$ cat config.mk
export PLATFORM = sky130hd
export DESIGN_NAME = heading_anchor_slugger_core
export DESIGN_NICKNAME = d
export VERILOG_FILES = /design/src/rtl/core/has_pkg.sv /design/src/rtl/core/has_front.sv /design/src/rtl/core/has_queue.sv /design/src/rtl/core/has_back.sv /design/src/rtl/core/heading_anchor_slugger_core.sv
export SDC_FILE = /design/constraint.sdc
export NUM_CORES = 1
export LEC_CHECK = 0
export ABC_AREA = 1
export BUFFER_PORTS_ARGS = -buffer_cell sky130_fd_sc_hd__buf_2
export CORE_UTILIZATION = 52
export CTS_BUF_LIST = sky130_fd_sc_hd__clkbuf_4 sky130_fd_sc_hd__clkbuf_8 sky130_fd_sc_hd__clkbuf_16
export DETAILED_ROUTE_END_ITERATION = 7
export GPL_TIMING_DRIVEN = 0
export PLACE_DENSITY = 0.77
export SYNTH_ARGS = -nofsm -noshare
export SYNTH_HDL_FRONTEND = slang
export SYNTH_SLANG_ARGS = --single-unit
$ cat constraint.sdc
create_clock -name clk -period 3.7 [get_ports clk]
set_input_delay 0.185 -clock clk [delete_from_list [all_inputs] [get_ports clk]]
set_output_delay 0.185 -clock clk [all_outputs]
set_load 0.05 [all_outputs]
$ cat src/rtl/core/has_pkg.sv
`default_nettype none

package has_pkg;

    localparam int unsigned QUEUE_DEPTH_DEF = 4;

    localparam logic [4:0] PREFIX_LEN = 5'd21;
    localparam logic [4:0] FIXED_LEN  = 5'd18;

    localparam logic [7:0] CH_HASH   = 8'h23;
    localparam logic [7:0] CH_DOLLAR = 8'h24;
    localparam logic [7:0] CH_DASH   = 8'h2D;
    localparam logic [7:0] CH_DOT    = 8'h2E;
    localparam logic [7:0] CH_NUL    = 8'h00;

    // command kinds handed from parser to emitter
    typedef enum logic [1:0] {
        CMD_BYTES = 2'd0,
        CMD_DONE  = 2'd1,
        CMD_FIXED = 2'd2
    } cmd_kind_t;

    typedef struct packed {
        cmd_kind_t  kind;
        logic       two;      // CMD_BYTES: second byte present
        logic [7:0] b0;
        logic [7:0] b1;
        logic       verdict;  // CMD_DONE: line is a heading
    } cmd_t;

    function automatic logic is_ws(input logic [7:0] c);
        is_ws = (c == 8'd32) || (c >= 8'd9 && c <= 8'd13);
    endfunction

    function automatic logic is_digit(input logic [7:0] c);
        is_digit = (c >= 8'd48) && (c <= 8'd57);
    endfunction

    function automatic logic is_upper(input logic [7:0] c);
        is_upper = (c >= 8'd65) && (c <= 8'd90);
    endfunction

    function automatic logic is_alnum(input logic [7:0] c);
        is_alnum = is_digit(c) || is_upper(c) || (c >= 8'd97 && c <= 8'd122);
    endfunction

    // "## Where this is used"
    function automatic logic [7:0] prefix_char(input logic [4:0] idx);
        logic [7:0] r;
        unique case (idx)
            5'd0, 5'd1:   r = 8'h23;
            5'd2:         r = 8'h20;
            5'd3:         r = 8'h57;
            5'd4:         r = 8'h68;
            5'd5:         r = 8'h65;
            5'd6:         r = 8'h72;
            5'd7:         r = 8'h65;
            5'd8:         r = 8'h20;
            5'd9:         r = 8'h74;
            5'd10:        r = 8'h68;
            5'd11:        r = 8'h69;
            5'd12:        r = 8'h73;
            5'd13:        r = 8'h20;
            5'd14:        r = 8'h69;
            5'd15:        r = 8'h73;
            5'd16:        r = 8'h20;
            5'd17:        r = 8'h75;
            5'd18:        r = 8'h73;
            5'd19:        r = 8'h65;
            5'd20:        r = 8'h64;
            default:      r = 8'h00;
        endcase
        return r;
    endfunction

    // "where-this-is-used"
    function automatic logic [7:0] fixed_char(input logic [4:0] idx);
        logic [7:0] r;
        unique case (idx)
            5'd0:         r = 8'h77;
            5'd1:         r = 8'h68;
            5'd2:         r = 8'h65;
            5'd3:         r = 8'h72;
            5'd4:         r = 8'h65;
            5'd5:         r = 8'h2D;
            5'd6:         r = 8'h74;
            5'd7:         r = 8'h68;
            5'd8:         r = 8'h69;
            5'd9:         r = 8'h73;
            5'd10:        r = 8'h2D;
            5'd11:        r = 8'h69;
            5'd12:        r = 8'h73;
            5'd13:        r = 8'h2D;
            5'd14:        r = 8'h75;
            5'd15:        r = 8'h73;
            5'd16:        r = 8'h65;
            5'd17:        r = 8'h64;
            default:      r = 8'h00;
        endcase
        return r;
    endfunction

endpackage

`default_nettype wire

$ cat src/rtl/core/has_front.sv
`default_nettype none

module has_front (
    input  wire logic          clk,
    input  wire logic          rst_n,
    input  wire logic          in_valid,
    output logic               in_ready,
    input  wire logic [7:0]    char_byte,
    input  wire logic          line_end,
    input  wire logic          q_full,
    output logic               q_push,
    output has_pkg::cmd_t      q_cmd
);
    import has_pkg::*;

    typedef enum logic [7:0] {
        PH_HASH = 8'b0000_0001,
        PH_WS1  = 8'b0000_0010,
        PH_INT  = 8'b0000_0100,
        PH_DOT1 = 8'b0000_1000,
        PH_FRAC = 8'b0001_0000,
        PH_DOT2 = 8'b0010_0000,
        PH_SLUG = 8'b0100_0000,
        PH_FAIL = 8'b1000_0000
    } phase_t;

    phase_t     phase_reg, phase_next;
    logic [1:0] hash_cnt_reg, hash_cnt_next;
    logic [4:0] pfx_pos_reg, pfx_pos_next;
    logic       pfx_alive_reg, pfx_alive_next;
    logic       slug_nonempty_reg, slug_nonempty_next;
    logic       dash_pending_reg, dash_pending_next;

    logic       accept;
    logic       emit;
    cmd_t       cmd;
    logic [7:0] c;
    logic [7:0] c_low;

    assign in_ready = !q_full;
    assign accept   = in_valid && in_ready;
    assign q_push   = accept && emit;
    assign q_cmd    = cmd;
    assign c        = char_byte;
    assign c_low    = is_upper(c) ? (c | 8'h20) : c;

    always_comb
    begin
        phase_next         = phase_reg;
        hash_cnt_next      = hash_cnt_reg;
        pfx_pos_next       = pfx_pos_reg;
        pfx_alive_next     = pfx_alive_reg;
        slug_nonempty_next = slug_nonempty_reg;
        dash_pending_next  = dash_pending_reg;
        emit               = 1'b0;
        cmd.kind           = CMD_BYTES;
        cmd.two            = 1'b0;
        cmd.b0             = c;
        cmd.b1             = c;
        cmd.verdict        = 1'b0;

        if (line_end) begin
            emit = 1'b1;
            if (pfx_alive_reg && pfx_pos_reg == PREFIX_LEN) begin
                cmd.kind = CMD_FIXED;
            end else begin
                cmd.kind    = CMD_DONE;
                cmd.verdict = (phase_reg == PH_SLUG);
            end
            phase_next         = PH_HASH;
            hash_cnt_next      = 2'd0;
            pfx_pos_next       = 5'd0;
            pfx_alive_next     = 1'b1;
            slug_nonempty_next = 1'b0;
            dash_pending_next  = 1'b0;
        end else begin
            if (pfx_alive_reg && pfx_pos_reg < PREFIX_LEN) begin
                if (c == prefix_char(pfx_pos_reg))
                    pfx_pos_next = pfx_pos_reg + 5'd1;
                else
                    pfx_alive_next = 1'b0;
            end

            unique case (phase_reg)
                PH_HASH:
                begin
                    if (c == CH_HASH) begin
                        if (hash_cnt_reg == 2'd3)
                            phase_next = PH_FAIL;
                        else
                            hash_cnt_next = hash_cnt_reg + 2'd1;
                    end else if (is_ws(c) && hash_cnt_reg >= 2'd2) begin
                        phase_next = PH_WS1;
                    end else begin
                        phase_next = PH_FAIL;
                    end
                end
                PH_WS1:
                begin
                    if (is_digit(c)) begin
                        emit       = 1'b1;
                        phase_next = PH_INT;
                    end else if (!is_ws(c)) begin
                        phase_next = PH_FAIL;
                    end
                end
                PH_INT, PH_FRAC:
                begin
                    if (is_digit(c)) begin
                        emit = 1'b1;
                    end else if (c == CH_DOT) begin
                        phase_next = (phase_reg == PH_INT) ? PH_DOT1 : PH_DOT2;
                    end else if (is_ws(c)) begin
                        emit       = 1'b1;
                        cmd.b0     = CH_DASH;
                        phase_next = PH_SLUG;
                    end else begin
                        phase_next = PH_FAIL;
                    end
                end
                PH_DOT1:
                begin
                    // deferred dot goes out with the digit after it
                    if (is_digit(c)) begin
                        emit       = 1'b1;
                        cmd.two    = 1'b1;
                        cmd.b0     = CH_DOT;
                        phase_next = PH_FRAC;
                    end else if (is_ws(c)) begin
                        emit       = 1'b1;
                        cmd.b0     = CH_DASH;
                        phase_next = PH_SLUG;
                    end else begin
                        phase_next = PH_FAIL;
                    end
                end
                PH_DOT2:
                begin
                    if (is_ws(c)) begin
                        emit       = 1'b1;
                        cmd.b0     = CH_DASH;
                        phase_next = PH_SLUG;
                    end else begin
                        phase_next = PH_FAIL;
                    end
                end
                PH_SLUG:
                begin
                    if (c == CH_DOLLAR) begin
                        // dropped
                    end else if (is_alnum(c)) begin
                        emit   = 1'b1;
                        cmd.b1 = c_low;
                        if (dash_pending_reg && slug_nonempty_reg) begin
                            cmd.two = 1'b1;
                            cmd.b0  = CH_DASH;
                        end else begin
                            cmd.b0  = c_low;
                        end
                        dash_pending_next  = 1'b0;
                        slug_nonempty_next = 1'b1;
                    end else begin
                        dash_pending_next = 1'b1;
                    end
                end
                default:
                begin
                    phase_next = PH_FAIL;
                end
            endcase
        end
    end

    always_ff @(posedge clk or negedge rst_n)
    begin
        if (!rst_n) begin
            phase_reg         <= PH_HASH;
            hash_cnt_reg      <= 2'd0;
            pfx_pos_reg       <= 5'd0;
            pfx_alive_reg     <= 1'b1;
            slug_nonempty_reg <= 1'b0;
            dash_pending_reg  <= 1'b0;
        end else if (accept) begin
            phase_reg         <= phase_next;
            hash_cnt_reg      <= hash_cnt_next;
            pfx_pos_reg       <= pfx_pos_next;
            pfx_alive_reg     <= pfx_alive_next;
            slug_nonempty_reg <= slug_nonempty_next;
            dash_pending_reg  <= dash_pending_next;
        end
    end

endmodule

`default_nettype wire

$ cat src/rtl/core/has_queue.sv
`default_nettype none

module has_queue #(
    parameter int unsigned DEPTH = has_pkg::QUEUE_DEPTH_DEF
) (
    input  wire logic          clk,
    input  wire logic          rst_n,
    input  wire logic          push,
    input  wire has_pkg::cmd_t push_cmd,
    output logic               full,
    input  wire logic          pop,
    output logic               empty,
    output has_pkg::cmd_t      head_cmd
);
    import has_pkg::*;

    localparam int unsigned PTR_W = (DEPTH > 1) ? $clog2(DEPTH) : 1;
    localparam int unsigned CNT_W = $clog2(DEPTH + 1);

    cmd_t             slot_reg [DEPTH];
    logic [PTR_W-1:0] wr_ptr_reg, rd_ptr_reg;
    logic [CNT_W-1:0] count_reg;

    assign full     = (count_reg == CNT_W'(DEPTH));
    assign empty    = (count_reg == '0);
    assign head_cmd = slot_reg[rd_ptr_reg];

    always_ff @(posedge clk)
    begin
        if (push)
            slot_reg[wr_ptr_reg] <= push_cmd;
    end

    always_ff @(posedge clk or negedge rst_n)
    begin
        if (!rst_n) begin
            wr_ptr_reg <= '0;
            rd_ptr_reg <= '0;
            count_reg  <= '0;
        end else begin
            if (push)
                wr_ptr_reg <= (wr_ptr_reg == PTR_W'(DEPTH - 1)) ? '0 : wr_ptr_reg + 1'b1;
            if (pop)
                rd_ptr_reg <= (rd_ptr_reg == PTR_W'(DEPTH - 1)) ? '0 : rd_ptr_reg + 1'b1;
            if (push && !pop)
                count_reg <= count_reg + 1'b1;
            else if (pop && !push)
                count_reg <= count_reg - 1'b1;
        end
    end

endmodule

`default_nettype wire

$ cat src/rtl/core/has_back.sv
`default_nettype none

module has_back (
    input  wire logic          clk,
    input  wire logic          rst_n,
    input  wire logic          q_empty,
    input  wire has_pkg::cmd_t q_head,
    output logic               q_pop,
    output logic               out_valid,
    input  wire logic          out_ready,
    output logic [7:0]         anchor_byte,
    output logic               line_done,
    output logic               anchor_valid
);
    import has_pkg::*;

    logic [4:0] idx_reg;
    logic       last;
    logic       beat;

    assign out_valid = !q_empty;
    assign beat      = out_valid && out_ready;
    assign q_pop     = beat && last;

    always_comb
    begin
        anchor_byte  = CH_NUL;
        line_done    = 1'b0;
        anchor_valid = 1'b0;
        last         = 1'b1;
        unique case (q_head.kind)
            CMD_BYTES:
            begin
                anchor_byte = (idx_reg == 5'd0) ? q_head.b0 : q_head.b1;
                last        = !q_head.two || (idx_reg != 5'd0);
            end
            CMD_DONE:
            begin
                line_done    = 1'b1;
                anchor_valid = q_head.verdict;
            end
            CMD_FIXED:
            begin
                // 18 fixed bytes, then the verdict beat
                if (idx_reg < FIXED_LEN) begin
                    anchor_byte = fixed_char(idx_reg);
                    last        = 1'b0;
                end else begin
                    line_done    = 1'b1;
                    anchor_valid = 1'b1;
                end
            end
            default:
            begin
                line_done = 1'b1;
            end
        endcase
    end

    always_ff @(posedge clk or negedge rst_n)
    begin
        if (!rst_n)
            idx_reg <= 5'd0;
        else if (beat)
            idx_reg <= last ? 5'd0 : idx_reg + 5'd1;
    end

endmodule

`default_nettype wire

$ cat src/rtl/core/heading_anchor_slugger_core.sv
`default_nettype none

// Channel | Direction | Handshake             | Payload
// input   | in        | in_valid / in_ready   | char_byte, line_end
// output  | out       | out_valid / out_ready | anchor_byte, line_done, anchor_valid
//
// One input beat per cycle while the command queue has room; the parser
// turns each beat into at most one queued command in the same cycle.
// The emitter drains one output beat per cycle while out_ready is high: most
// commands are one beat, a dot or dash pair is two, the fixed anchor is 19
// (18 bytes plus verdict). Output stalls back up only through the queue
// (QUEUE_DEPTH commands). Reset clears parser state and empties the queue.

module heading_anchor_slugger_core #(
    parameter int unsigned QUEUE_DEPTH = has_pkg::QUEUE_DEPTH_DEF
) (
    input  wire logic       clk,
    input  wire logic       rst_n,
    input  wire logic       in_valid,
    output logic            in_ready,
    input  wire logic [7:0] char_byte,
    input  wire logic       line_end,
    output logic            out_valid,
    input  wire logic       out_ready,
    output logic [7:0]      anchor_byte,
    output logic            line_done,
    output logic            anchor_valid
);
    import has_pkg::*;

    logic q_push, q_pop, q_full, q_empty;
    cmd_t push_cmd, head_cmd;

    has_front u_front (
        .clk       (clk),
        .rst_n     (rst_n),
        .in_valid  (in_valid),
        .in_ready  (in_ready),
        .char_byte (char_byte),
        .line_end  (line_end),
        .q_full    (q_full),
        .q_push    (q_push),
        .q_cmd     (push_cmd)
    );

    has_queue #(
        .DEPTH (QUEUE_DEPTH)
    ) u_queue (
        .clk      (clk),
        .rst_n    (rst_n),
        .push     (q_push),
        .push_cmd (push_cmd),
        .full     (q_full),
        .pop      (q_pop),
        .empty    (q_empty),
        .head_cmd (head_cmd)
    );

    has_back u_back (
        .clk          (clk),
        .rst_n        (rst_n),
        .q_empty      (q_empty),
        .q_head       (head_cmd),
        .q_pop        (q_pop),
        .out_valid    (out_valid),
        .out_ready    (out_ready),
        .anchor_byte  (anchor_byte),
        .line_done    (line_done),
        .anchor_valid (anchor_valid)
    );

endmodule

`default_nettype wire
# ---- Word-level counts from Yosys, hierarchy flattened
# Memory sizes are Yosys's and may differ from the RTL's.
# Index checks and enable logic that the tools add are counted.
dict set report totals {
  romBits 448
  ram_bits 80
  latch_bits 0
  memories 3
  in_bits 13
  reg_bits 30
}
dict set report op_classes {
  n_mux 72
  n_addsub 7
  multipliers 0
  n_reduce_logical 41
  n_div 0
  magnitude_cmp 11
  bitwise_logic 0
  shift 0
  eq_ne 26
}
# name words word_bits rd rd_clocked_by_memory_dff wr line_no
set memory_table {}
lappend memory_table {{(name not given)} 32 7 1 0 0 has_pkg.sv:79} ;# unique case (idx)
lappend memory_table {{(name not given)} 32 7 1 0 0 has_pkg.sv:50} ;# unique case (idx)
lappend memory_table {u_queue.slot_reg 4 20 1 0 1 has_queue.sv:20} ;# cmd_t slot_reg [DEPTH];
# cell count
set op_table {}
lappend op_table {{8-bit 2-to-1 mux} 20}
lappend op_table {{17-bit 2-to-1 mux} 3}
lappend op_table {{8-bit case mux with 6 select lines} 1}
lappend op_table {{8-bit by 6-bit equality test with 1-bit output (second input constant)} 5}
lappend op_table {{8-bit case mux with 4 select lines} 1}
lappend op_table {{1-bit 2-to-1 mux} 25}
lappend op_table {{5-bit 2-to-1 mux} 4}
lappend op_table {{8-bit by 7-bit >= comparator with 1-bit output (second input constant)} 2}
lappend op_table {{8-bit by 7-bit less-or-equal comparator with 1-bit output (second input constant)} 2}
lappend op_table {{2-bit 2-to-1 mux} 8}
lappend op_table {{8-bit case mux with 2 select lines} 1}
lappend op_table {{1-bit logical AND} 14}
lappend op_table {{2-bit nonzero test} 7}
lappend op_table {{6-bit 2-to-1 mux} 2}
lappend op_table {{5-bit by 1-bit adder with 5-bit output (second input constant)} 2}
lappend op_table {{5-bit less-than comparator (second input constant)} 2}
lappend op_table {{3-bit AND reduction} 3}
lappend op_table {{2-bit equality test (second input constant)} 4}
lappend op_table {{8-bit by 1-bit equality test with 1-bit output (second input constant)} 1}
lappend op_table {{8-bit by 2-bit equality test with 1-bit output (second input constant)} 1}
lappend op_table {{8-bit by 3-bit equality test with 1-bit output (second input constant)} 1}
lappend op_table {{8-bit by 4-bit equality test with 1-bit output (second input constant)} 1}
lappend op_table {{8-bit by 5-bit equality test with 1-bit output (second input constant)} 1}
lappend op_table {{8-bit by 7-bit equality test with 1-bit output (second input constant)} 1}
lappend op_table {{other kinds (27)} 45}

# ---- Logic depth before layout (Yosys ltp)
# Gate-level depths: netlist of run 1.
dict set report depth {
  depth_word 13
  depth_mapped 18
  mapped_depth_nobuf 18
}

# ---- Modules after synthesis
# From an unflattened synthesis of run 1, not the netlist that was laid out.
dict set report hier_totals {
  cells_unflattened 787
  hier_area_um2 6774.0
}
# mod cells_per_inst instances seq_area_each_um2 area_each_um2
set by_module_without_submodules {}
lappend by_module_without_submodules {has_queue 284 1 2577.5 3639.7}
lappend by_module_without_submodules {has_front 377 1 452.9 2308.5}
lappend by_module_without_submodules {has_back 126 1 125.1 825.8}

# ---- Worst setup path after synthesis of run 1
# No wires, ideal clock.
dict set report synth_timing {
  path_type {register to register}
  startpoint {reg u_queue.rd_ptr_reg[0]}
  endpoint {reg u_queue.count_reg[1]}
  arrival_ns 4.191
  synth_period_minus_slack_ns 4.314
  path_stages_with_launch 18
  setup_time_ns 0.123
  t_required_ns 3.577
  path_buffers 3
  slack_ns -0.614
  cell_sequence {dfrtp_1 > inv_1 > buf_2 > clkbuf_1 > nand2_1 > a32oi_1 > inv_1 > ha_1 > buf_1 > o21ai_0 > a21oi_2 > nor2_1 > inv_1 > ha_1 > inv_1 > fa_1 > nor2_1 > a21oi_1}
}
dict set report synth_via {
  elab_chain_cells 8
}
# element line_no
set synth_lines {}
lappend synth_lines {{from (decl)} has_queue.sv:21} ;# logic [PTR_W-1:0] wr_ptr_reg, rd_ptr_reg;
lappend synth_lines {{from (signal assigned)} has_queue.sv:44} ;# rd_ptr_reg <= (rd_ptr_reg == PTR_W'(DEPTH - 1)) ? '0 : rd_ptr_reg + 1'b1;
lappend synth_lines {{memory 4 x 20 bit *} -}
lappend synth_lines {{1-bit zero test} has_back.sv:35} ;# last = !q_head.two || (idx_reg != 5'd0);
lappend synth_lines {{1-bit logical OR} has_back.sv:35}
lappend synth_lines {{1-bit case mux with 2 select lines *} has_back.sv:31} ;# unique case (q_head.kind)
lappend synth_lines {{1-bit logical AND *} has_back.sv:23} ;# assign q_pop = beat && last;
lappend synth_lines {{1-bit zero test} has_queue.sv:45} ;# if (push && !pop)
lappend synth_lines {{1-bit logical AND} has_queue.sv:45}
lappend synth_lines {{3-bit 2-to-1 mux or 2-bit nonzero test (tied branches)} -}
lappend synth_lines {{to (signal assigned)} has_queue.sv:46} ;# count_reg <= count_reg + 1'b1;
lappend synth_lines {{to (signal assigned)} has_queue.sv:48} ;# count_reg <= count_reg - 1'b1;
lappend synth_lines {{to (decl)} has_queue.sv:22} ;# logic [CNT_W-1:0] count_reg;
# Every way passes the cells marked *; elsewhere a longest branch is shown, timed or not.
# A chain may end at the register's enable or synchronous reset.

# ---- Final worst setup path of run 1
dict set report layout_timing {
  startpoint {reg u_queue.rd_ptr_reg[0]}
  endpoint {reg u_queue.count_reg[2]}
}
# The elaborated chain is that of the path after synthesis.

==> results of run 1 <==
==> routing by layer <==
layer  part of all wire [%]  vias to the layer above  track usage [%]
met5                      0                        -                0
met4                    2.4                        0             9.24
met3                    6.3                       31             6.21
met2                     49                      206             44.3
met1                     42                     2518             31.2
li1                       -                     2556                -
==> layout by cell type (no fill, tap or decap), drive strengths merged, types with 2 or more instances in the layout <==
cell type / Yosys / final
nand3: 64 / 64
clkinv: 0 / 3
nor3: 5 / 5
ha: 28 / 28
or2: 2 / 2
o211ai: 4 / 4
inv: 85 / 86
nand4: 14 / 14
o21ai: 80 / 80
clkbuf: 15 / 21
a32o: 2 / 2
nor2: 103 / 103
clkinvlp: 0 / 2
nor4: 2 / 2
o221a: 2 / 2
a21oi: 26 / 26
xor2: 5 / 5
o31ai: 2 / 2
dfstp: 2 / 2
dfrtp: 28 / 28
o221ai: 14 / 14
o22ai: 2 / 2
buf: 8 / 38
edfxtp: 80 / 80
nand2: 141 / 141
a32oi: 2 / 2
and3: 2 / 2
==> stage by stage <==
stage / instance area [um^2] / power, mW / TNS [ns] / hold slack (ns)
finish: 6990 / 4.47 / 0 / 0.171
global route: 6990 / 4.73 / -0.0508 / 0.174
CTS: 6940 / 4.41 / 0 / 0.160
detailed placement: 6660 / 3.50 / -1.02 / 0.279
global placement: 6590 / 3.41 / -0.612 / 0.262
floorplan: 6290 / 2.96 / 0 / -0.111
==> final timing paths <==
check                                                          start                                    to  slack (ns)
worst max-delay path               u_queue.rd_ptr_reg[0]$_DFFE_PN0P_      u_queue.count_reg[2]$_DFFE_PN0P_        0.28
worst min-delay path                                    char_byte[6]      u_queue.slot_reg[0][7]$_DFFE_PP_        0.17
worst max register to register     u_queue.rd_ptr_reg[0]$_DFFE_PN0P_      u_queue.count_reg[2]$_DFFE_PN0P_        0.28
worst min register to register  u_front.dash_pending_reg$_DFFE_PN0P_  u_front.dash_pending_reg$_DFFE_PN0P_        0.50
max in group asynchronous                                      rst_n     u_queue.rd_ptr_reg[1]$_DFFE_PN0P_        2.78
min in group asynchronous                                      rst_n         u_back.idx_reg[2]$_DFFE_PN0P_        0.41
==> power groups by stage <==
| stage | Clock, mW | Sequential [mW] | Combinational [mW] |
|---|---|---|---|
| 2_1_floorplan | 0 | 1.59 | 1.37 |
| 3_3_place_gp | 0 | 1.60 | 1.81 |
| 3_5_place_dp | 0 | 1.61 | 1.89 |
| 4_1_cts | 0.920 | 1.60 | 1.89 |
| 5_1_grt | 0.966 | 1.62 | 2.14 |
| 6_report | 0.906 | 1.60 | 1.96 |
==> cell type report <==
cell class	instances	area, um^2	area share (%)
clock inverters	6	45.0	0.644
multi-input cells	507	2740	39.1
flip-flops and latches	110	3160	45.1
well taps	143	179	2.56
repair buffers	32	215	3.08
inverters	85	323	4.62
clock buffers	10	233	3.33
plain buffers	18	105	1.50
==> cell families (layout without fill, tap and decap cells) <==
family                   Yosys count  count (layout)  share of synthesized area (%)
AND/OR/NAND/NOR                  335             335                           23.4
AO/OA/AOI/OAI                    137             137                           12.8
flip-flops                       110             110                           50.2
buffers and inverters            108             151                           6.88
adder cells (fa/ha/maj)           29              29                           5.89
XOR/XNOR                           6               6                          0.835
==> timing repair <==
item,CTS,global route
hold endpoints to repair,28,0
cloned,0,0
endpoints found under the setup margin,3,2
gates resized for setup,4,9
hold buffers,1,0
pin swaps,0,0
buffers inserted,0,4
==> impl_metrics.json, run 1 <==
{
  "outcome": "complete, but fails checks",
  "violations": "DRC",
  "drt-total-wl_um": 15300,
  "layout.nets": 805,
  "fmax_mhz": 292,
  "cts_sinks": 110,
  "final_cells": 911,
  "initial_core_util_pct": 54.2,
  "drc": 3,
  "grt_pass1_vias": 5225,
  "min_period_over_period_pct": 92.5,
  "hold_path_depth": 1,
  "syn-cell-area_um2": 6290,
  "cp_common_cell": "inv_1",
  "path_clk_slew_ns": 0.07,
  "antenna_found_initial": 0,
  "critPathMaxStageDelay_ns": 0.47,
  "reg2reg_depth": 16,
  "p_leak_nw": 2.87,
  "grt_pass1_wl_um": 25000,
  "syn2layout_area_growth_pct": 11.2,
  "cp_max_fo": 19,
  "gp_congestion": 0.910,
  "clkPwrFrac_pct": 20.3,
  "clkLatencyLatePin_ns": 0.35,
  "netlist_instances": 725,
  "fin_crit_ns": 3.42,
  "cts_tree": "yes",
  "largest_register_ffs": 80,
  "ir_drop_v": 0.000293,
  "crit_chain": "clkbuf_4, nand2_1, a32oi_2, inv_1, ha_1, nand2_1, o21ai_2, a21oi_4, nor2_2, inv_1, ha_1, inv_1, fa_1, a21oi_1, o21ai_0, xor2_1",
  "synth_top_cells_by_area": "edfxtp_1 38%, dfrtp_1 11%, nand2_1 8.0%",
  "finalSetupViolations": 0,
  "diodes": 0,
  "slew_viol_final": 0,
  "dp.cells": 895,
  "yosysMostFrequentCell": "nand2_1",
  "ant_nets": 0,
  "slew_headroom_pct": 51.5,
  "clock-skew-final_ns": 0.0115,
  "synth_commonest_cells": "134 x nand2_1, 92 x nor2_1, 80 x edfxtp_1",
  "wire_per_inst_um": 16.8,
  "slowest_stage": "dfrtp_1",
  "synthArstFlopShare_pct": 27.3,
  "dieArea_um2": 12500,
  "numCtsBuffers": 9,
  "fp-row-count": 39,
  "synth_top_area_share_pct": 38.2,
  "die_h_um": 112,
  "fillerInstances": 1020,
  "switchingPower_mw": 1.94,
  "io_pins": 25,
  "setup_ws_ns": 0.276,
  "portBuffers": 23,
  "cp-end-kind": "flip-flop",
  "required_ns": 3.92,
  "gr-total-overflow": 0,
  "power_frac_comb_pct": 43.8,
  "firstDrtPassIters": 7,
  "syn-num-nets": 767,
  "dp_hpwl_um": 11100,
  "switching_share_pct": 43.4,
  "final_util_pct": 60.2,
  "viasPerCell": 5.83,
  "synth_flop_cell": "edfxtp_1",
  "vias": 5311,
  "cts.path.max_buffers": 2,
  "worst-path-stages": 16,
  "p_int_mw": 2.53,
  "path_buf_inv": 4,
  "grt_max_degree": 31,
  "drt_iter0_markers": 364,
  "cellPowerDensity_nw_per_um2": 639,
  "p_seq_share_pct": 35.9,
  "avgSynthCellArea_um2": 8.68,
  "dieWidth_um": 112,
  "ys_seq_elements": 110,
  "cp-start-kind": "flip-flop",
  "drive_above_1_share_pct": 13.9,
  "htreeDepth": 3,
  "hold_class": "in2reg",
  "yosys_warnings": 0,
  "arrival_ns": 3.65,
  "synth-edff-count": 80,
  "place_ws_ns": -0.504,
  "core_area_um2": 11600,
  "yosysTopAreaCell": "edfxtp_1",
  "root_buffer": "clkbuf_16",
  "tightestPinTransition_ns": 0.727,
  "crit_family": "adder cells",
  "synth_cell_types": 45,
  "grt_usage_pct": 25.6,
  "critPathKind": "reg2reg",
  "cap_violations": 0,
  "yosysSeqAreaShare_pct": 50.2,
  "hold_viol_final": 0
}
Power figures use the tool's default switching activity.
==> inputs of run 2 (changes only) <==
--- a/config.mk
+++ b/config.mk
@@ -14,4 +14,5 @@
 export PLACE_DENSITY = 0.77
 export SYNTH_ARGS = -nofsm -noshare
 export SYNTH_HDL_FRONTEND = slang
+export SYNTH_HIERARCHICAL = 1
 export SYNTH_SLANG_ARGS = --single-unit
==> run 2 against run 1 <==
The run now ends clean. Critical path depth decreased by 5. Via count increased by 1.8%. Clock power increased by 11%. Utilization decreased by 1.6 points. Final cell count increased by 9.7%. Wire length decreased by 1.2%. Clock skew decreased by 0.00063 ns. Sequential cell count unchanged. Setup slack improved by 0.20 ns. Maximum frequency increased by 6.3%. Critical path type unchanged. Highest routed layer unchanged. Largest power group unchanged.
==> impl_metrics.json, run 2 <==
{
  "syn-cell-area_um2": 6770,
  "synth_mux_area_share_pct": 0,
  "vias": 5404,
  "drc": 0,
  "timing.rr.end": "u_queue/slot_reg[3][19]$_DFFE_PP_",
  "clock-skew-final_ns": 0.0109,
  "place_ws_ns": 0.509,
  "gr-total-overflow": 0,
  "wire_per_inst_um": 15.1,
  "hold_start": "line_end",
  "layout.cells.most_common_list": "198 x nand2_1, 108 x inv_1, 80 x edfxtp_1",
  "slew_viol_final": 0,
  "drt_iter0_markers": 343,
  "drt-total-wl_um": 15100,
  "synth_top_cells_by_area": "edfxtp_1 35%, nand2_1 11%, dfrtp_1 10%",
  "path_buf_inv": 2,
  "cap_violations": 0,
  "power_mw": 4.89,
  "io_pins": 25,
  "arrival_ns": 3.20,
  "grt_pass1_vias": 5083,
  "synth-edff-count": 80,
  "power_frac_comb_pct": 46.2,
  "cts_hold_buf": 1,
  "p_seq_share_pct": 33.2,
  "r2r-start": "u_front/phase_reg[4]$_DFFE_PN0P_",
  "ant_nets": 0,
  "initial_core_util_pct": 53.5,
  "tightestPinTransition_ns": 0.921,
  "reg2reg_depth": 11,
  "synth_top_family_by_area": "simple AND/OR/NAND/NOR gates",
  "worst-path-stages": 11,
  "drive_above_1_share_pct": 16.4,
  "cts_sinks": 110,
  "hold_ws_ns": 0.190,
  "crit_chain": "inv_2, nand2_1, nor2_1, nand4_1, nand2_1, nand2_1, nand2_1, nand2_1, a41oi_1, nand2_1, inv_1",
  "setup_ws_ns": 0.480,
  "dp_hpwl_um": 10800,
  "dieWidth_um": 116,
  "clkLatencyLatePin_ns": 0.35,
  "grt_pass1_wl_um": 24700,
  "cp-start-kind": "flip-flop",
  "clkPwrFrac_pct": 20.6,
  "die_h_um": 116,
  "synth_compound_area_share_pct": 12.8,
  "switching_share_pct": 43.9,
  "avgSynthCellArea_um2": 8.61,
  "synth_cell_types": 49,
  "crit_start": "u_front/phase_reg[4]$_DFFE_PN0P_",
  "portBuffers": 23,
  "p_leak_nw": 3.38,
  "yosys_warnings": 6,
  "cellPowerDensity_nw_per_um2": 658,
  "root_buffer": "clkbuf_16",
  "min_to": "u_front/slug_nonempty_reg$_DFFE_PN0P_",
  "cts_resized": 0,
  "antenna_found_initial": 0,
  "netlist_instances": 787,
  "gp_congestion": 0.944,
  "syn-num-nets": 829,
  "post_cts.repair.setup_buffers": 0,
  "finalSetupViolations": 0,
  "p_int_mw": 2.74,
  "synth_flop_cell": "edfxtp_1",
  "hold_viol_final": 0,
  "viasPerCell": 5.41,
  "hold_class": "in2reg",
  "setup_tns_ns": 0,
  "cp_max_fo": 20,
  "final_common_cell": "nand2_1",
  "cts_tree": "yes",
  "core_area_um2": 12700,
  "rsz0062_at_grt": "false",
  "slowest_stage": "a41oi_1",
  "grt_usage_pct": 24.2,
  "layout.nets": 864,
  "min_period_over_period_pct": 87.0,
  "synthAdderAreaFrac_pct": 5.47,
  "numCtsBuffers": 9,
  "htreeDepth": 3,
  "synth_simple_gate_area_share_pct": 23.1,
  "worst-r2r-setup-slack_ns": 0.48,
  "firstDrtPassIters": 5,
  "ir_drop_v": 0.000275,
  "hold_path_depth": 2,
  "final_util_pct": 58.6,
  "cp_common_cell": "nand2_1",
  "synth_commonest_cells": "198 x nand2_1, 108 x inv_1, 80 x edfxtp_1",
  "yosysTopAreaCell": "edfxtp_1",
  "slew_headroom_pct": 38.5,
  "synth_top_area_share_pct": 35.5,
  "critPathKind": "reg2reg",
  "crit_family": "simple AND/OR/NAND/NOR gates",
  "fin_crit_ns": 3.22,
  "fmax_mhz": 311,
  "grt_max_degree": 31,
  "cts.path.max_buffers": 2,
  "critPathMaxStageDelay_ns": 0.68,
  "yosys.area_share.xor_xnor_pct": 0.646,
  "required_ns": 3.68,
  "yosysSeqAreaShare_pct": 46.6,
  "dieArea_um2": 13500,
  "switchingPower_mw": 2.15,
  "cp-end-kind": "flip-flop",
  "path_clk_slew_ns": 0.07,
  "diodes": 0,
  "largest_register_ffs": 80,
  "yosysMostFrequentCell": "nand2_1",
  "synthArstFlopShare_pct": 27.3,
  "outcome": "finished clean",
  "syn2layout_area_growth_pct": 9.66,
  "fp-row-count": 41,
  "ys_seq_elements": 110
}
==> run 2: changes by cell type in the layout (fill, tap and decap cells not counted), moves of 14 or more <==
cell      before  now
nand3_1       64   50
o221ai_1      14    0
nor2_1        87   43
o211ai_1       4   45
o21ai_0       67   19
inv_1         70  108
nand2_1      134  198
==> run 2: power groups by stage <==
stage	combinational [mW]	sequential, mW	clock, mW
2_1_floorplan	1.72	1.62	0
4_1_cts	2.26	1.62	1.03
6_report	2.26	1.62	1.01
3_3_place_gp	2.22	1.64	0
5_1_grt	2.49	1.64	1.07
3_5_place_dp	2.25	1.65	0
==> run 2: cells by family after synthesis <==
kind of cell / count (synthesis)
buffers and inverters: 163
adder cells (fa/ha/maj): 29
AO/OA/AOI/OAI: 136
XOR/XNOR: 5
flip-flops: 110
AND/OR/NAND/NOR: 344
==> run 2: per-stage QoR <==
step	cell area, um^2	instances
floorplan	6770	787
global placement	7100	982
detailed placement	7100	982
CTS	7430	999
global route	7430	999
finish	7430	999
==> run 2: worst max path at each step <==
stage | end | slack (ns)
final | u_queue/slot_reg[3][19]$_DFFE_PP_ | 0.48
after global routing | u_queue/slot_reg[3][18]$_DFFE_PP_ | 0.12
after CTS | u_queue/slot_reg[3][18]$_DFFE_PP_ | 0.47
after detailed placement | u_queue/slot_reg[3][8]$_DFFE_PP_ | 0.51
after global placement | u_queue/slot_reg[3][8]$_DFFE_PP_ | 0.50
after floorplan | u_queue/count_reg[1]$_DFFE_PN0P_ | 1.12
==> run 2: layout make-up <==
class / count / area [um^2]
fill: 1149 / 5240
inverter: 133 / 502
timing repair buffer: 24 / 125
multi-input combinational: 514 / 2850
sequential: 110 / 3160
clock buffer: 9 / 225
clock inverter: 7 / 88.8
buffer: 30 / 270
tap: 172 / 215
==> run 2: per-layer routing <==
metal  track usage (%)  vias to the layer above  share of wire, %
li1                  -                     2674                 -
met1              30.4                     2531                44
met2              40.8                      164                48
met3              4.83                       35               5.2
met4              10.2                        0               3.1
met5                 0                        -                 0
==> inputs of run 3 (changes only) <==
--- a/config.mk
+++ b/config.mk
@@ -5,13 +5,15 @@
 export SDC_FILE = /design/constraint.sdc
 export NUM_CORES = 1
 export LEC_CHECK = 0
-export ABC_AREA = 1
+export ABC_AREA = 0
 export BUFFER_PORTS_ARGS = -buffer_cell sky130_fd_sc_hd__buf_2
 export CORE_UTILIZATION = 52
 export CTS_BUF_LIST = sky130_fd_sc_hd__clkbuf_4 sky130_fd_sc_hd__clkbuf_8 sky130_fd_sc_hd__clkbuf_16
 export DETAILED_ROUTE_END_ITERATION = 7
 export GPL_TIMING_DRIVEN = 0
 export PLACE_DENSITY = 0.77
+export SETUP_SLACK_MARGIN = 0.2
+export SKIP_LAST_GASP = 1
 export SYNTH_ARGS = -nofsm -noshare
 export SYNTH_HDL_FRONTEND = slang
 export SYNTH_HIERARCHICAL = 1
==> run 3 against run 2 <==
The run now ends with DRC left. Cell area fell by 5.5%. Synthesized cell count is 34% lower. First-iteration DRC count grew 13%. Register-to-register slack lost 0.13 ns. Worst hold slack got worse by 0.15 ns. Wire length fell by 12%. Global-route usage is 1.7 points lower. Total power increased by 5.0%. Sequential cell count stayed put. Synthesized area decreased by 7.2%. Sequential share of layout area grew 2.5 points. Die area decreased by 7.1%.
==> impl_metrics.json, run 3 <==
{
  "syn-num-nets": 563,
  "grt_pass1_vias": 4307,
  "yosys_warnings": 6,
  "grt_max_degree": 31,
  "p_leak_nw": 2.74,
  "clock-skew-final_ns": 0.00903,
  "tightestPinTransition_ns": 0.708,
  "ir_drop_v": 0.000298,
  "slew_headroom_pct": 52.8,
  "cp_max_fo": 10,
  "synth_commonest_cells": "80 x edfxtp_1, 35 x nand2_1, 34 x nor2_1",
  "arrival_ns": 3.59,
  "gr-total-overflow": 0,
  "place_ws_ns": -0.164,
  "final_common_cell": "edfxtp_1",
  "layout.cells.most_common_list": "80 x edfxtp_1, 35 x nand2_1, 33 x nor2_1",
  "avgSynthCellArea_um2": 12.1,
  "syn2layout_area_growth_pct": 11.7,
  "slew_viol_final": 0,
  "fin_crit_ns": 3.35,
  "synthArstFlopShare_pct": 27.3,
  "critPathKind": "reg2reg",
  "antenna_found_initial": 0,
  "wire_per_inst_um": 18.7,
  "cp-end-kind": "flip-flop",
  "initial_core_util_pct": 54.1,
  "dieWidth_um": 112,
  "outcome": "complete, but fails checks",
  "cellPowerDensity_nw_per_um2": 731,
  "dp_hpwl_um": 9450,
  "setup_ws_ns": 0.348,
  "min_period_over_period_pct": 90.6,
  "drt_iter0_markers": 386,
  "rsz0062_at_grt": "true",
  "diodes": 0,
  "ys_seq_elements": 110,
  "viasPerCell": 6.11,
  "hold_start": "char_byte[2]",
  "fillerInstances": 947,
  "netlist_instances": 521,
  "yosysTopAreaCell": "edfxtp_1",
  "hold_path_depth": 1,
  "portBuffers": 22,
  "synth-edff-count": 80,
  "fmax_mhz": 298,
  "synth_top_cells_by_area": "edfxtp_1 38%, dfrtp_1 11%, mux4_2 6.4%",
  "hold_class": "in2reg",
  "drc": 3,
  "numCtsBuffers": 9,
  "gp_congestion": 0.853,
  "dp.cells": 686,
  "core_area_um2": 11600,
  "required_ns": 3.93,
  "min_to": "u_queue/slot_reg[1][3]$_DFFE_PP_",
  "layout.nets": 606,
  "vias": 4349,
  "synth_cell_types": 78,
  "synth_top_area_share_pct": 38.2,
  "path_clk_slew_ns": 0.07,
  "worst-r2r-setup-slack_ns": 0.35,
  "dieArea_um2": 12500,
  "grt_usage_pct": 22.5,
  "ant_nets": 0,
  "grt_pass1_wl_um": 21900,
  "drt-total-wl_um": 13300,
  "power_mw": 5.13,
  "yosysSeqAreaShare_pct": 50.2,
  "firstDrtPassIters": 8,
  "fp-row-count": 39,
  "cts.path.max_buffers": 2,
  "syn-cell-area_um2": 6290,
  "die_h_um": 112,
  "synth_flop_cell": "edfxtp_1",
  "final_cells": 712,
  "hold_viol_final": 0,
  "cts_sinks": 110,
  "cp-start-kind": "flip-flop",
  "root_buffer": "clkbuf_16",
  "cts_tree": "yes",
  "cap_violations": 0,
  "clkLatencyLatePin_ns": 0.35,
  "reg2reg_depth": 13,
  "violations": "DRC",
  "drive_above_1_share_pct": 20.7,
  "io_pins": 25,
  "timing.rr.end": "u_queue/count_reg[1]$_DFFE_PN0P_",
  "largest_register_ffs": 80,
  "r2r-start": "u_queue/rd_ptr_reg[0]$_DFFE_PN0P_",
  "htreeDepth": 3,
  "yosysMostFrequentCell": "edfxtp_1",
  "finalSetupViolations": 0
}
==> run 3: cell types whose count changed after synthesis, sizes merged, moves of 11 or more <==
| cell | change |
|---|---|
| mux4 | +20 |
| a21oi | -13 |
| inv | -104 |
| nor2 | -17 |
| o211ai | -43 |
| nand3 | -45 |
| nand2 | -175 |
| and2 | +12 |
| o21ai | -22 |
| mux2i | +11 |
==> run 3: cells by family (layout without fill, tap and decap cells) <==
kind of cell	count (synthesis)	in the layout	synth area share [%]
AO/OA/AOI/OAI	108	108	12.2
AND/OR/NAND/NOR	161	161	14.1
multiplexers	37	37	10.1
adder cells (fa/ha/maj)	29	29	5.89
flip-flops	110	110	50.2
buffers and inverters	63	111	5.69
XOR/XNOR	13	13	1.81
==> run 3: power breakdown <==
| part | internal (mW) | switching (mW) | leakage (nW) |
|---|---|---|---|
| sequential | 1.52 | 0.152 | 1.11 |
| combinational | 0.979 | 1.47 | 1.48 |
| clock | 0.542 | 0.468 | 0.151 |
==> run 3: timing repair <==
action,in CTS,in global routing
hold buffers,1,0
endpoints found under the setup margin,83,87
setup buffers,0,9
gates resized for setup,7,11
pin swaps,1,1
hold endpoints to repair,28,0
==> run 3: critical path, stage by stage (launching register included) <==
cell and delay (ns):
dfrtp_2 0.43, buf_8 0.18, mux4_2 0.55, inv_1 0.15, ha_4 0.20, o311ai_2 0.18, o21ai_4 0.17, nor2_1 0.12
nor2_2 0.20, inv_1 0.08, ha_1 0.21, inv_1 0.08, fa_1 0.40, mux2_2 0.27
==> run 3: worst max-delay path by stage <==
stage / start / to / slack [ns] / depth (start not counted)
finish: u_queue/rd_ptr_reg[0]$_DFFE_PN0P_ / u_queue/count_reg[1]$_DFFE_PN0P_ / 0.35 / 13
global route: u_front/phase_reg[2]$_DFFE_PN0P_ / u_queue/count_reg[2]$_DFFE_PN0P_ / 0.15 / 13
CTS: u_queue/rd_ptr_reg[0]$_DFFE_PN0P_ / u_queue/count_reg[1]$_DFFE_PN0P_ / 0.13 / 13
detailed placement: u_queue/rd_ptr_reg[0]$_DFFE_PN0P_ / u_queue/count_reg[1]$_DFFE_PN0P_ / -0.16 / 13
global placement: u_queue/rd_ptr_reg[0]$_DFFE_PN0P_ / u_queue/count_reg[1]$_DFFE_PN0P_ / 0.006 / 13
floorplan: u_queue/rd_ptr_reg[0]$_DFFE_PN0P_ / u_queue/count_reg[1]$_DFFE_PN0P_ / 0.27 / 11
==> run 3: routing by layer <==
| layer | share of wire [%] | wire [um] | GRT usage [%] | vias up |
|---|---|---|---|---|
| met1 | 44 | 5800 | 29.2 | 2114 |
| met3 | 5.0 | 669 | 3.32 | 30 |
| met4 | 2.4 | 326 | 8.18 | 0 |
| met5 | 0 | 0 | 0 | - |
| li1 | - | - | - | 2053 |
| met2 | 49 | 6530 | 38.4 | 152 |
==> run 3: final cells by class <==
type                            count  area [um^2]  area share [%]
Buffer                             34          254            3.62
Clock buffer                        9          225            3.21
Clock inverter                      7         91.3            1.30
Inverter                           29          111            1.59
Multi-Input combinational cell    348         2820            40.1
Sequential cell                   110         3160            45.0
Tap cell                          143          179            2.55
Timing Repair Buffer               32          188            2.67
==> run 3: stage by stage <==
step | cell area [um^2] | utilization (%) | TNS, ns | hold WS, ns
global placement | 6580 | 56.6 | 0 | 0.259
global route | 7020 | 60.5 | 0 | 0.0269
CTS | 6910 | 59.5 | 0 | 0.0250
finish | 7020 | 60.5 | 0 | 0.0373
detailed placement | 6580 | 56.6 | -0.188 | 0.273
floorplan | 6290 | - | 0 | -0.111
